`src/hdl/nearest_palette_color_search_unit_assert.svh`:
```
// ----------------------------------------------------------------------------
// Assertion macros for the nearest palette color search unit
// Immediate-implication and next-cycle-implication checks, reset masked.
// ----------------------------------------------------------------------------
`ifndef NEAREST_PALETTE_COLOR_SEARCH_UNIT_ASSERT_SVH
`define NEAREST_PALETTE_COLOR_SEARCH_UNIT_ASSERT_SVH

// Check that cons holds in the same cycle as ante
`define NPCS_ASSERT_SAME(label, clk, rst_n, ante, cons, msg) \
  label: assert property (@(posedge clk) disable iff (!rst_n) (ante) |-> (cons)) \
    else $error(msg);

// Check that cons holds in the cycle after ante
`define NPCS_ASSERT_NEXT(label, clk, rst_n, ante, cons, msg) \
  label: assert property (@(posedge clk) disable iff (!rst_n) (ante) |=> (cons)) \
    else $error(msg);

`endif

```
`src/hdl/npcs_pkg.sv`:
```
// ----------------------------------------------------------------------------
// npcs_pkg
// Shared constants, codes and controller/datapath interface types.
// ----------------------------------------------------------------------------
`timescale 1ns / 1ps
`default_nettype none

package npcs_pkg;

  // Fixed index width of the request and result ports
  localparam int IDX_W = 8;

  // Defaults for top-level parameters
  localparam int DEF_PALETTE_ENTRIES = 256;
  localparam int DEF_COMPONENT_BITS  = 6;

  // Components are scaled by this left shift before the distance
  localparam int SCALE_SHIFT = 2;

  // Request operation codes
  localparam logic OP_LOAD  = 1'b0;
  localparam logic OP_QUERY = 1'b1;

  // Controller to datapath commands
  typedef struct packed {
    logic             mem_write;    // write the request color into the palette
    logic             query_start;  // capture query color and source index
    logic             rd_en;        // read one palette entry into the scan pipe
    logic [IDX_W-1:0] rd_addr;      // palette entry to read
    logic             out_load;     // load the result register
  } cmd_t;

  // Datapath to controller status
  typedef struct packed {
    logic pipe_busy;  // scan pipeline still holds entries
  } sts_t;

endpackage

`default_nettype wire

```
`src/hdl/npcs_datapath.sv`:
```
// ----------------------------------------------------------------------------
// npcs_datapath
// Palette memory, distance pipeline (memory read, squared differences),
// best-match tracking and result payload register.
// ----------------------------------------------------------------------------
`timescale 1ns / 1ps
`default_nettype none

module npcs_datapath #(
  parameter int PALETTE_ENTRIES = npcs_pkg::DEF_PALETTE_ENTRIES,
  parameter int COMPONENT_BITS  = npcs_pkg::DEF_COMPONENT_BITS
) (
  input  wire                           clk,
  input  wire                           rst_n,
  input  npcs_pkg::cmd_t                cmd,
  output npcs_pkg::sts_t                sts,
  input  wire [npcs_pkg::IDX_W-1:0]     in_color_index,
  input  wire [COMPONENT_BITS-1:0]      in_red,
  input  wire [COMPONENT_BITS-1:0]      in_green,
  input  wire [COMPONENT_BITS-1:0]      in_blue,
  output logic [npcs_pkg::IDX_W-1:0]    out_source_index,
  output logic [npcs_pkg::IDX_W-1:0]    out_nearest_index
);

  localparam int ADDR_W = (PALETTE_ENTRIES > 1) ? $clog2(PALETTE_ENTRIES) : 1;
  localparam int ENT_W  = 3 * COMPONENT_BITS;
  localparam int SC_W   = COMPONENT_BITS + npcs_pkg::SCALE_SHIFT;
  localparam int SQ_W   = 2 * SC_W;
  localparam int DST_W  = SQ_W + 2;
  localparam int CB     = COMPONENT_BITS;
  localparam logic [npcs_pkg::IDX_W:0] ENTRIES_EXT = (npcs_pkg::IDX_W + 1)'(PALETTE_ENTRIES);

  // Palette storage, reset value undefined until written
  logic [ENT_W-1:0] palette_mem [PALETTE_ENTRIES];

  // Query context
  logic [SC_W-1:0]            q_red_r, q_green_r, q_blue_r;
  logic [npcs_pkg::IDX_W-1:0] src_idx_r;

  // Pipe stage: memory read
  logic              rd_vld_r;
  logic [ADDR_W-1:0] rd_idx_r;
  logic [ENT_W-1:0]  rd_data_r;

  // Pipe stage: squared differences
  logic              sq_vld_r;
  logic [ADDR_W-1:0] sq_idx_r;
  logic [SQ_W-1:0]   sq_red_r, sq_green_r, sq_blue_r;

  // Best match so far
  logic [DST_W-1:0]  best_dist_r;
  logic [ADDR_W-1:0] best_idx_r;

  // Combinational distance terms
  logic [SC_W-1:0]  e_red, e_green, e_blue;
  logic [SC_W-1:0]  d_red, d_green, d_blue;
  logic [DST_W-1:0] sum_dist;
  logic             wr_in_range;

  // Absolute difference of two scaled components
  function automatic logic [SC_W-1:0] abs_diff(input logic [SC_W-1:0] a,
                                               input logic [SC_W-1:0] b);
    return (a >= b) ? (a - b) : (b - a);
  endfunction

  assign wr_in_range = ({1'b0, in_color_index} < ENTRIES_EXT);

  // Write loads into the palette
  always_ff @(posedge clk) begin
    if (cmd.mem_write && wr_in_range) begin
      palette_mem[in_color_index[ADDR_W-1:0]] <= {in_red, in_green, in_blue};
    end
  end

  // Read one entry per scan cycle
  always_ff @(posedge clk) begin
    if (cmd.rd_en) begin
      rd_data_r <= palette_mem[cmd.rd_addr[ADDR_W-1:0]];
    end
  end

  // Capture query color, scaled
  always_ff @(posedge clk) begin
    if (cmd.query_start) begin
      q_red_r   <= {in_red,   (npcs_pkg::SCALE_SHIFT)'(0)};
      q_green_r <= {in_green, (npcs_pkg::SCALE_SHIFT)'(0)};
      q_blue_r  <= {in_blue,  (npcs_pkg::SCALE_SHIFT)'(0)};
      src_idx_r <= in_color_index;
    end
  end

  // Scale stored components and take differences
  assign e_red   = {rd_data_r[3*CB-1:2*CB], (npcs_pkg::SCALE_SHIFT)'(0)};
  assign e_green = {rd_data_r[2*CB-1:CB],   (npcs_pkg::SCALE_SHIFT)'(0)};
  assign e_blue  = {rd_data_r[CB-1:0],      (npcs_pkg::SCALE_SHIFT)'(0)};
  assign d_red   = abs_diff(q_red_r,   e_red);
  assign d_green = abs_diff(q_green_r, e_green);
  assign d_blue  = abs_diff(q_blue_r,  e_blue);

  // Advance pipeline control
  always_ff @(posedge clk) begin
    if (!rst_n) begin
      rd_vld_r <= 1'b0;
      sq_vld_r <= 1'b0;
    end else begin
      rd_vld_r <= cmd.rd_en;
      sq_vld_r <= rd_vld_r;
    end
  end

  // Square the differences
  always_ff @(posedge clk) begin
    rd_idx_r   <= cmd.rd_addr[ADDR_W-1:0];
    sq_idx_r   <= rd_idx_r;
    sq_red_r   <= SQ_W'(d_red)   * SQ_W'(d_red);
    sq_green_r <= SQ_W'(d_green) * SQ_W'(d_green);
    sq_blue_r  <= SQ_W'(d_blue)  * SQ_W'(d_blue);
  end

  assign sum_dist = DST_W'(sq_red_r) + DST_W'(sq_green_r) + DST_W'(sq_blue_r);

  // Keep the first strictly smaller distance; entry zero seeds the search
  always_ff @(posedge clk) begin
    if (cmd.query_start) begin
      best_idx_r <= '0;
    end else if (sq_vld_r && ((sq_idx_r == '0) || (sum_dist < best_dist_r))) begin
      best_idx_r  <= sq_idx_r;
      best_dist_r <= sum_dist;
    end
  end

  // Result payload
  always_ff @(posedge clk) begin
    if (cmd.out_load) begin
      out_source_index  <= src_idx_r;
      out_nearest_index <= npcs_pkg::IDX_W'(best_idx_r);
    end
  end

  assign sts.pipe_busy = rd_vld_r | sq_vld_r;

endmodule

`default_nettype wire

```
`src/hdl/npcs_ctrl.sv`:
```
// ----------------------------------------------------------------------------
// npcs_ctrl
// Request handshake, palette scan sequencing and result valid control.
// ----------------------------------------------------------------------------
`timescale 1ns / 1ps
`default_nettype none

`include "nearest_palette_color_search_unit_assert.svh"

module npcs_ctrl #(
  parameter int PALETTE_ENTRIES = npcs_pkg::DEF_PALETTE_ENTRIES
) (
  input  wire                        clk,
  input  wire                        rst_n,
  input  wire                        in_valid,
  output logic                       in_ready,
  input  wire                        in_op,
  input  wire [npcs_pkg::IDX_W-1:0]  in_color_index,
  output logic                       out_valid,
  input  wire                        out_ready,
  output npcs_pkg::cmd_t             cmd,
  input  npcs_pkg::sts_t             sts
);

  localparam logic [npcs_pkg::IDX_W-1:0] LAST_ADDR = npcs_pkg::IDX_W'(PALETTE_ENTRIES - 1);

  typedef enum logic [1:0] {
    S_IDLE,
    S_SCAN,
    S_DRAIN,
    S_HOLD
  } state_t;

  state_t                     state_r;
  logic [npcs_pkg::IDX_W-1:0] addr_r;
  logic                       out_valid_r;
  logic                       accept;
  logic                       slot_free;

  assign in_ready  = (state_r == S_IDLE);
  assign accept    = in_valid && in_ready;
  assign slot_free = !out_valid_r || out_ready;
  assign out_valid = out_valid_r;

  // Issue datapath commands
  always_comb begin
    cmd.mem_write   = accept && (in_op == npcs_pkg::OP_LOAD);
    cmd.query_start = accept && (in_op == npcs_pkg::OP_QUERY);
    cmd.rd_en       = (state_r == S_SCAN);
    cmd.rd_addr     = addr_r;
    cmd.out_load    = (state_r == S_HOLD) && slot_free;
  end

  // Hold state, scan address and result valid
  always_ff @(posedge clk) begin
    if (!rst_n) begin
      state_r     <= S_IDLE;
      addr_r      <= '0;
      out_valid_r <= 1'b0;
    end else begin
      if (cmd.out_load) begin
        out_valid_r <= 1'b1;
      end else if (out_ready) begin
        out_valid_r <= 1'b0;
      end
      case (state_r)
        S_IDLE: begin
          if (cmd.query_start) begin
            addr_r  <= '0;
            state_r <= (in_color_index == '0) ? S_HOLD : S_SCAN;
          end
        end
        S_SCAN: begin
          addr_r <= addr_r + 1'b1;
          if (addr_r == LAST_ADDR) begin
            state_r <= S_DRAIN;
          end
        end
        S_DRAIN: begin
          if (!sts.pipe_busy) begin
            state_r <= S_HOLD;
          end
        end
        S_HOLD: begin
          if (slot_free) begin
            state_r <= S_IDLE;
          end
        end
        default: begin
          state_r <= S_IDLE;
        end
      endcase
    end
  end

  // New requests only with an empty scan pipeline
  `NPCS_ASSERT_SAME(a_ready_pipe_empty, clk, rst_n, in_ready, !sts.pipe_busy, "request taken while scan pipe busy")
  // A result is loaded only into a free output slot
  `NPCS_ASSERT_SAME(a_load_slot_free, clk, rst_n, cmd.out_load, slot_free, "result overwritten before taken")
  // Every read enters the scan pipeline
  `NPCS_ASSERT_NEXT(a_read_tracked, clk, rst_n, cmd.rd_en, sts.pipe_busy, "palette read lost from scan pipe")
  // The scan stops after the last entry
  `NPCS_ASSERT_NEXT(a_scan_ends, clk, rst_n, (state_r == S_SCAN) && (addr_r == LAST_ADDR), state_r == S_DRAIN, "scan ran past last entry")

endmodule

`default_nettype wire

```
`src/hdl/nearest_palette_color_search_unit.sv`:
```
// ----------------------------------------------------------------------------
// nearest_palette_color_search_unit
// Nearest color search over a loadable target palette.
// ----------------------------------------------------------------------------
// A load request (op 0) writes one palette entry and gives no result; loads
// to an index not below PALETTE_ENTRIES are dropped. A query request (op 1)
// with a nonzero source index scans every palette entry through one distance
// unit, one entry per cycle from the single read port of the palette memory,
// and returns the lowest index of minimum squared distance. A query with
// source index 0 returns target 0 without a scan. One query is in work at a
// time; a finished result waits in the output register while the next
// request is taken.
// Palette entries must be written before a query reads them.
// ----------------------------------------------------------------------------
`timescale 1ns / 1ps
`default_nettype none

module nearest_palette_color_search_unit #(
  parameter int PALETTE_ENTRIES = npcs_pkg::DEF_PALETTE_ENTRIES,
  parameter int COMPONENT_BITS  = npcs_pkg::DEF_COMPONENT_BITS
) (
  input  wire                        clk,
  input  wire                        rst_n,
  input  wire                        in_valid,
  output logic                       in_ready,
  input  wire                        in_op,
  input  wire [npcs_pkg::IDX_W-1:0]  in_color_index,
  input  wire [COMPONENT_BITS-1:0]   in_red,
  input  wire [COMPONENT_BITS-1:0]   in_green,
  input  wire [COMPONENT_BITS-1:0]   in_blue,
  output logic                       out_valid,
  input  wire                        out_ready,
  output logic [npcs_pkg::IDX_W-1:0] out_source_index,
  output logic [npcs_pkg::IDX_W-1:0] out_nearest_index
);

  npcs_pkg::cmd_t cmd;
  npcs_pkg::sts_t sts;

  // Sequencing and handshakes
  npcs_ctrl #(
    .PALETTE_ENTRIES (PALETTE_ENTRIES)
  ) u_ctrl (
    .clk            (clk),
    .rst_n          (rst_n),
    .in_valid       (in_valid),
    .in_ready       (in_ready),
    .in_op          (in_op),
    .in_color_index (in_color_index),
    .out_valid      (out_valid),
    .out_ready      (out_ready),
    .cmd            (cmd),
    .sts            (sts)
  );

  // Palette memory and distance pipeline
  npcs_datapath #(
    .PALETTE_ENTRIES (PALETTE_ENTRIES),
    .COMPONENT_BITS  (COMPONENT_BITS)
  ) u_datapath (
    .clk               (clk),
    .rst_n             (rst_n),
    .cmd               (cmd),
    .sts               (sts),
    .in_color_index    (in_color_index),
    .in_red            (in_red),
    .in_green          (in_green),
    .in_blue           (in_blue),
    .out_source_index  (out_source_index),
    .out_nearest_index (out_nearest_index)
  );

endmodule

`default_nettype wire
```
`config.mk`:
```
export PLATFORM = sky130hd
export DESIGN_NAME = nearest_palette_color_search_unit
export DESIGN_NICKNAME = d
export VERILOG_FILES = /design/src/hdl/npcs_pkg.sv /design/src/hdl/npcs_datapath.sv /design/src/hdl/npcs_ctrl.sv /design/src/hdl/nearest_palette_color_search_unit.sv
export VERILOG_INCLUDE_DIRS = /design/src /design/src/hdl
export SDC_FILE = /design/constraint.sdc
export NUM_CORES = 2
export LEC_CHECK = 0
export BUFFER_PORTS_ARGS = -buffer_cell sky130_fd_sc_hd__buf_2
export CAP_MARGIN = 20
export CORE_MARGIN = 3
export CORE_UTILIZATION = 29
export DETAILED_ROUTE_END_ITERATION = 8
export GPL_TIMING_DRIVEN = 1
export HOLD_SLACK_MARGIN = 0.03
export PLACE_DENSITY = 0.52
export SETUP_SLACK_MARGIN = 0.4
export SLEW_MARGIN = 20
export SYNTH_ARGS = -nofsm -noshare
export SYNTH_HDL_FRONTEND = slang
export SYNTH_HIERARCHICAL = 1
export SYNTH_MEMORY_MAX_BITS = 65536
export SYNTH_SLANG_ARGS = --single-unit
```
`constraint.sdc`:
```
create_clock -name clk -period 7.01 [get_ports clk]
set_input_delay 1.402 -clock clk [delete_from_list [all_inputs] [get_ports clk]]
set_output_delay 1.402 -clock clk [all_outputs]
set_load 0.01 [all_outputs]
```
==> impl_summary.md <==
Timing
For the pin with the worst max-slew slack, the measured transition is roughly 1400 ps. For the final routed database, the setup TNS stands at 0 ps. The post-route clock period utilization is 87.47%.

The highest attainable clock frequency is 163.1 MHz. The number of endpoints failing setup at the final stage is 0. The number of hold violations in the final report is 0. Setup repair after global routing left no endpoint under its margin. Headroom to the max-slew limit came out at under 10%. Clock skew on the completed layout was measured at 56.81 ps. After layout, the minimum clock period comes to 6132 ps. The number of pins exceeding their max-slew limit in the final report came to 0.

Floorplan
In this run the standard cell core region covers 633,500 sq um. The die covers 646,200 sq um. The I/O pin count is 49. In this run the core area contains 292 standard-cell rows. The floorplan step set the die width to 803.9 microns.

The initial cell density of the core is 29.14%. The floorplan step set the die height to roughly 800 microns.

Cells and area
From synthesis to final layout, the design area changed by 15.63%. The number of nets in the finished design is 8,638. The utilization after layout is 33.70%. Of the cells placed in the final design, the portion with a size suffix greater than 1 is roughly 32%.

The number of filler instances in the final layout is 58,810.

Setup path
The critical path class is register to register. In this run the critical register-to-register path is launched from u_datapath/q_blue_r[2]. Of all nets on the critical path, the largest fanout is 8.

At the worst endpoint, the required time is ~7900 ps. The largest incremental delay on the critical path is about 550 ps. The critical-path cell with the highest stage delay is sky130_fd_sc_hd__fa_1. Broken down by cell family, the worst path's largest delay share belongs to adder cells. The number of buffers and inverters on the critical path is 3.

The worst setup path is launched from a register. Walking the worst path, the cells encountered are inv_1 > ha_1 > inv_1 > fa_1 > a21o_1 > a21oi_1 > a21boi_0 > o21ai_1 > mux2i_1 > xnor2_1 > or2_2 > fa_1 > fa_1 > inv_1 > fa_1 > ha_1 > ha_1 > a31oi_1 > nor2b_1 > o21a_1 > o21ai_0 > nand2b_1 > a21oi_1 > xnor2_1. Data on the critical path arrives at its endpoint at 7040 ps.

The register-to-register setup slack is 880 ps. STA classifies the critical path endpoint as a register. The worst register-to-register path ends at u_datapath/sq_blue_r[15].

The most numerous cell on the critical path is sky130_fd_sc_hd__fa_1. The depth of the worst register-to-register path is 24. The startpoint of the most critical setup path is u_datapath/q_blue_r[2].

Yosys
After synthesis the cells add up to 184,600 sq um. Counting every net in the synthesized netlist gives approximately 8,000. The mean cell area of the mapped netlist is 23.38 sq um.

The instance count of the mapped netlist is 7,896. After synthesis, the cell types taking the most area are sky130_fd_sc_hd__edfxtp_1 (76%), sky130_fd_sc_hd__mux4_2 (17%), sky130_fd_sc_hd__ha_1 (0.81%), sky130_fd_sc_hd__dfxtp_1 (0.76%), sky130_fd_sc_hd__nor2_1 (0.67%). The share of the yosys chip area belonging to registers is around three quarters. Counting flops with a built-in enable in the synthesized netlist gives between 4,000 and 5,000. The number of synthesized register bits is 4,752. The commonest cells after synthesis are sky130_fd_sc_hd__edfxtp_1 (4,682), sky130_fd_sc_hd__mux4_2 (1,404), sky130_fd_sc_hd__nor2_1 (330).

The largest area contributor in the netlist is sky130_fd_sc_hd__edfxtp_1. The number of different library cells used by synthesis comes to a little over 60. For this run, asynchronously set or reset flops after synthesis account for 0%. The top-area cell type share of the netlist area is 76.15%. The library cell with the highest instance count after synthesis is sky130_fd_sc_hd__edfxtp_1.

The dominant register cell in the synthesized netlist is sky130_fd_sc_hd__edfxtp_1. Yosys printed 6 warnings.

Placed design
Once detailed placement completed, the half-perimeter wirelength came to 285.1 mm. At the end of routability-driven placement, the weighted congestion stood at 0.7951. Buffers placed on the I/O ports in this run total 48.

Global route
For met2 alone, demand over resource in global routing was 24.40%. Global routing consumed, on the met1 layer, 20.59% of the routing resources. In this run the most used layer during global routing was met2. The via count of the first global-routing pass is ~88,000. The global-route total usage across every layer is 14.89%. The met3 global-route usage is 2.706%. The largest net degree at the start of global routing is 193.

The initial antenna violation count is 27. The remaining global-route overflow is 0. The wire length of the first global-routing pass is 693.4 mm.

CTS
Once the clock tree was built, the resizer swapped 0 gates to a different size. The cell sitting at the root of the clock tree is a sky130_fd_sc_hd__clkbuf_16. The clock drives 4,752 sinks. The largest buffer count on any clock path is 4. In this run, CTS created clock tree buffers numbering 468. TritonCTS built the clock tree. Clock-pin slew was measured on the worst setup and hold paths at 60 ps. In this run the post-CTS setup repair buffer count came out at 0. Hold repair after CTS inserted 0 buffers.

The H-tree generated during clock tree synthesis spans 5 levels. The clock latency reported for the late side of the worst-skew pair is 1030 ps.

Power
The peak supply drop is 0.4663 mV. For this design the ratio of total power to cell area is 314.7 nW/um^2. The static leakage power is 63.53 nW.

Status
The run finished with clean final reports.

Route
The violation count after the first detailed-routing iteration is 9,203. The total wire length after detailed routing is ~500 mm. After detailed routing, the average wire length per cell comes to roughly 29 microns. Detailed routing inserted a total of roughly 86,000 vias. The number of routed nets with antenna violations is 0.

The pre-antenna-repair detailed-routing pass consisted of 6 iterations. Dividing the detail-routed via count by the number of cells gives approximately 5.0. The number of remaining DRC errors is 0.

Worst hold path
The worst hold path was traced through 0 stages. The terminating pin of the worst hold path is u_datapath/sq_idx_r[2]. The worst hold path begins at u_datapath/rd_idx_r[2].

The class of the most critical hold timing path is register to register.

Job
The max-cap check violation count is 0.
==> worst reg2reg max path, delay by kind of cell, from the launching register on <==
kind            cells  cell delay [ps]
xor+xnor            2              380
simple gates        3              520
buf+inv             3              200
flops               1              390
compound gates      8             1640
fa+ha+maj           7             2640
mux                 1              260
==> worst max-delay path by stage <==
stage	to	slack, ps	depth (start not counted)
after floorplan	u_datapath/sq_green_r[15]	1440	24
after global placement	u_datapath/sq_red_r[15]	930	25
after detailed placement	u_datapath/sq_green_r[15]	860	23
after CTS	u_datapath/sq_green_r[15]	820	23
after global routing	u_datapath/sq_blue_r[15]	450	24
final	u_datapath/sq_blue_r[15]	880	24
==> placed cells by master, fill, tap and decap left out, types with 36 or more instances in the layout <==
cell type / instances
sky130_fd_sc_hd__mux4_2: 1404
sky130_fd_sc_hd__clkbuf_16: 477
sky130_fd_sc_hd__inv_1: 111
sky130_fd_sc_hd__nor2_4: 36
sky130_fd_sc_hd__buf_12: 40
sky130_fd_sc_hd__xnor2_1: 36
sky130_fd_sc_hd__o22ai_1: 108
sky130_fd_sc_hd__clkinv_1: 120
sky130_fd_sc_hd__buf_4: 395
sky130_fd_sc_hd__nand2_1: 75
sky130_fd_sc_hd__bufinv_16: 46
sky130_fd_sc_hd__ha_1: 119
sky130_fd_sc_hd__clkbuf_1: 89
sky130_fd_sc_hd__nand2b_1: 45
sky130_fd_sc_hd__nor2_2: 218
sky130_fd_sc_hd__edfxtp_1: 4682
sky130_fd_sc_hd__dfxtp_1: 64
sky130_fd_sc_hd__a21oi_1: 51
sky130_fd_sc_hd__nor2_1: 76
sky130_fd_sc_hd__mux2i_1: 97
sky130_fd_sc_hd__fa_1: 42
sky130_fd_sc_hd__clkinv_2: 100
==> cells by family after synthesis <==
| group | count (synthesis) | synth area share (%) |
|---|---|---|
| buffers and inverters | 523 | 1.329 |
| adder cells (fa/ha/maj) | 162 | 1.269 |
| flip-flops | 4752 | 76.91 |
| AO/OA/AOI/OAI | 319 | 1.145 |
| XOR/XNOR | 49 | 0.2365 |
| AND/OR/NAND/NOR | 589 | 1.448 |
| multiplexers | 1502 | 17.66 |
==> state kept, by name, indices dropped and copies added (netlist names), 8 cells and up <==
signal                        cells
u_datapath/best_dist_r           14
u_datapath/out_nearest_index      8
u_datapath/sq_green_r            11
u_datapath/sq_blue_r             11
u_datapath/sq_idx_r               8
u_datapath/best_idx_r             8
u_datapath/rd_data_r             18
u_ctrl/addr_r                     8
u_datapath/out_source_index       8
u_datapath/palette_mem         4608
u_datapath/rd_idx_r               8
u_datapath/sq_red_r              11
u_datapath/src_idx_r              8
==> metal layers <==
layer / vias to the layer above / wire (microns) / share of wire, %
met1: 47920 / 208600 / 42
met4: 6 / 12020 / 2.4
met2: 2850 / 239400 / 48
li1: 34760 / - / -
met3: 598 / 33550 / 6.8
met5: - / 41 / 0.0083
==> through the flow <==
stage	total power, mW	cells	setup WS (ps)	hold slack, ps	instance area [sq um]
floorplan	40.13	7896	1438	309.6	184600
global placement	42.92	16350	933.8	317.7	198100
detailed placement	43.05	16350	863.3	312.1	198200
CTS	68.04	17220	822.6	327.2	213300
global route	70.08	17230	449.5	339.5	213500
finish	67.19	17240	878.3	327.5	213500
==> power by group <==
part           leakage [nW]  switching, mW  internal [mW]
Clock                  7.41           10.7           14.1
Sequential             42.7          0.154           31.6
Combinational          13.5           5.64           4.91
Total                  63.5           16.5           50.7
==> cell type report <==
| class | count | area, sq um | area share, % |
|---|---|---|---|
| Antenna cell | 13 | 32.53 | 0.01524 |
| Clock buffer | 567 | 12280 | 5.754 |
| Clock inverter | 304 | 2848 | 1.334 |
| Inverter | 112 | 420.4 | 0.1969 |
| Multi-Input combinational cell | 2621 | 41080 | 19.24 |
| Sequential cell | 4752 | 142000 | 66.53 |
| Tap cell | 8379 | 10480 | 4.911 |
| Timing Repair Buffer | 490 | 4308 | 2.018 |
Note: power is estimated with default switching activity, not from simulation.
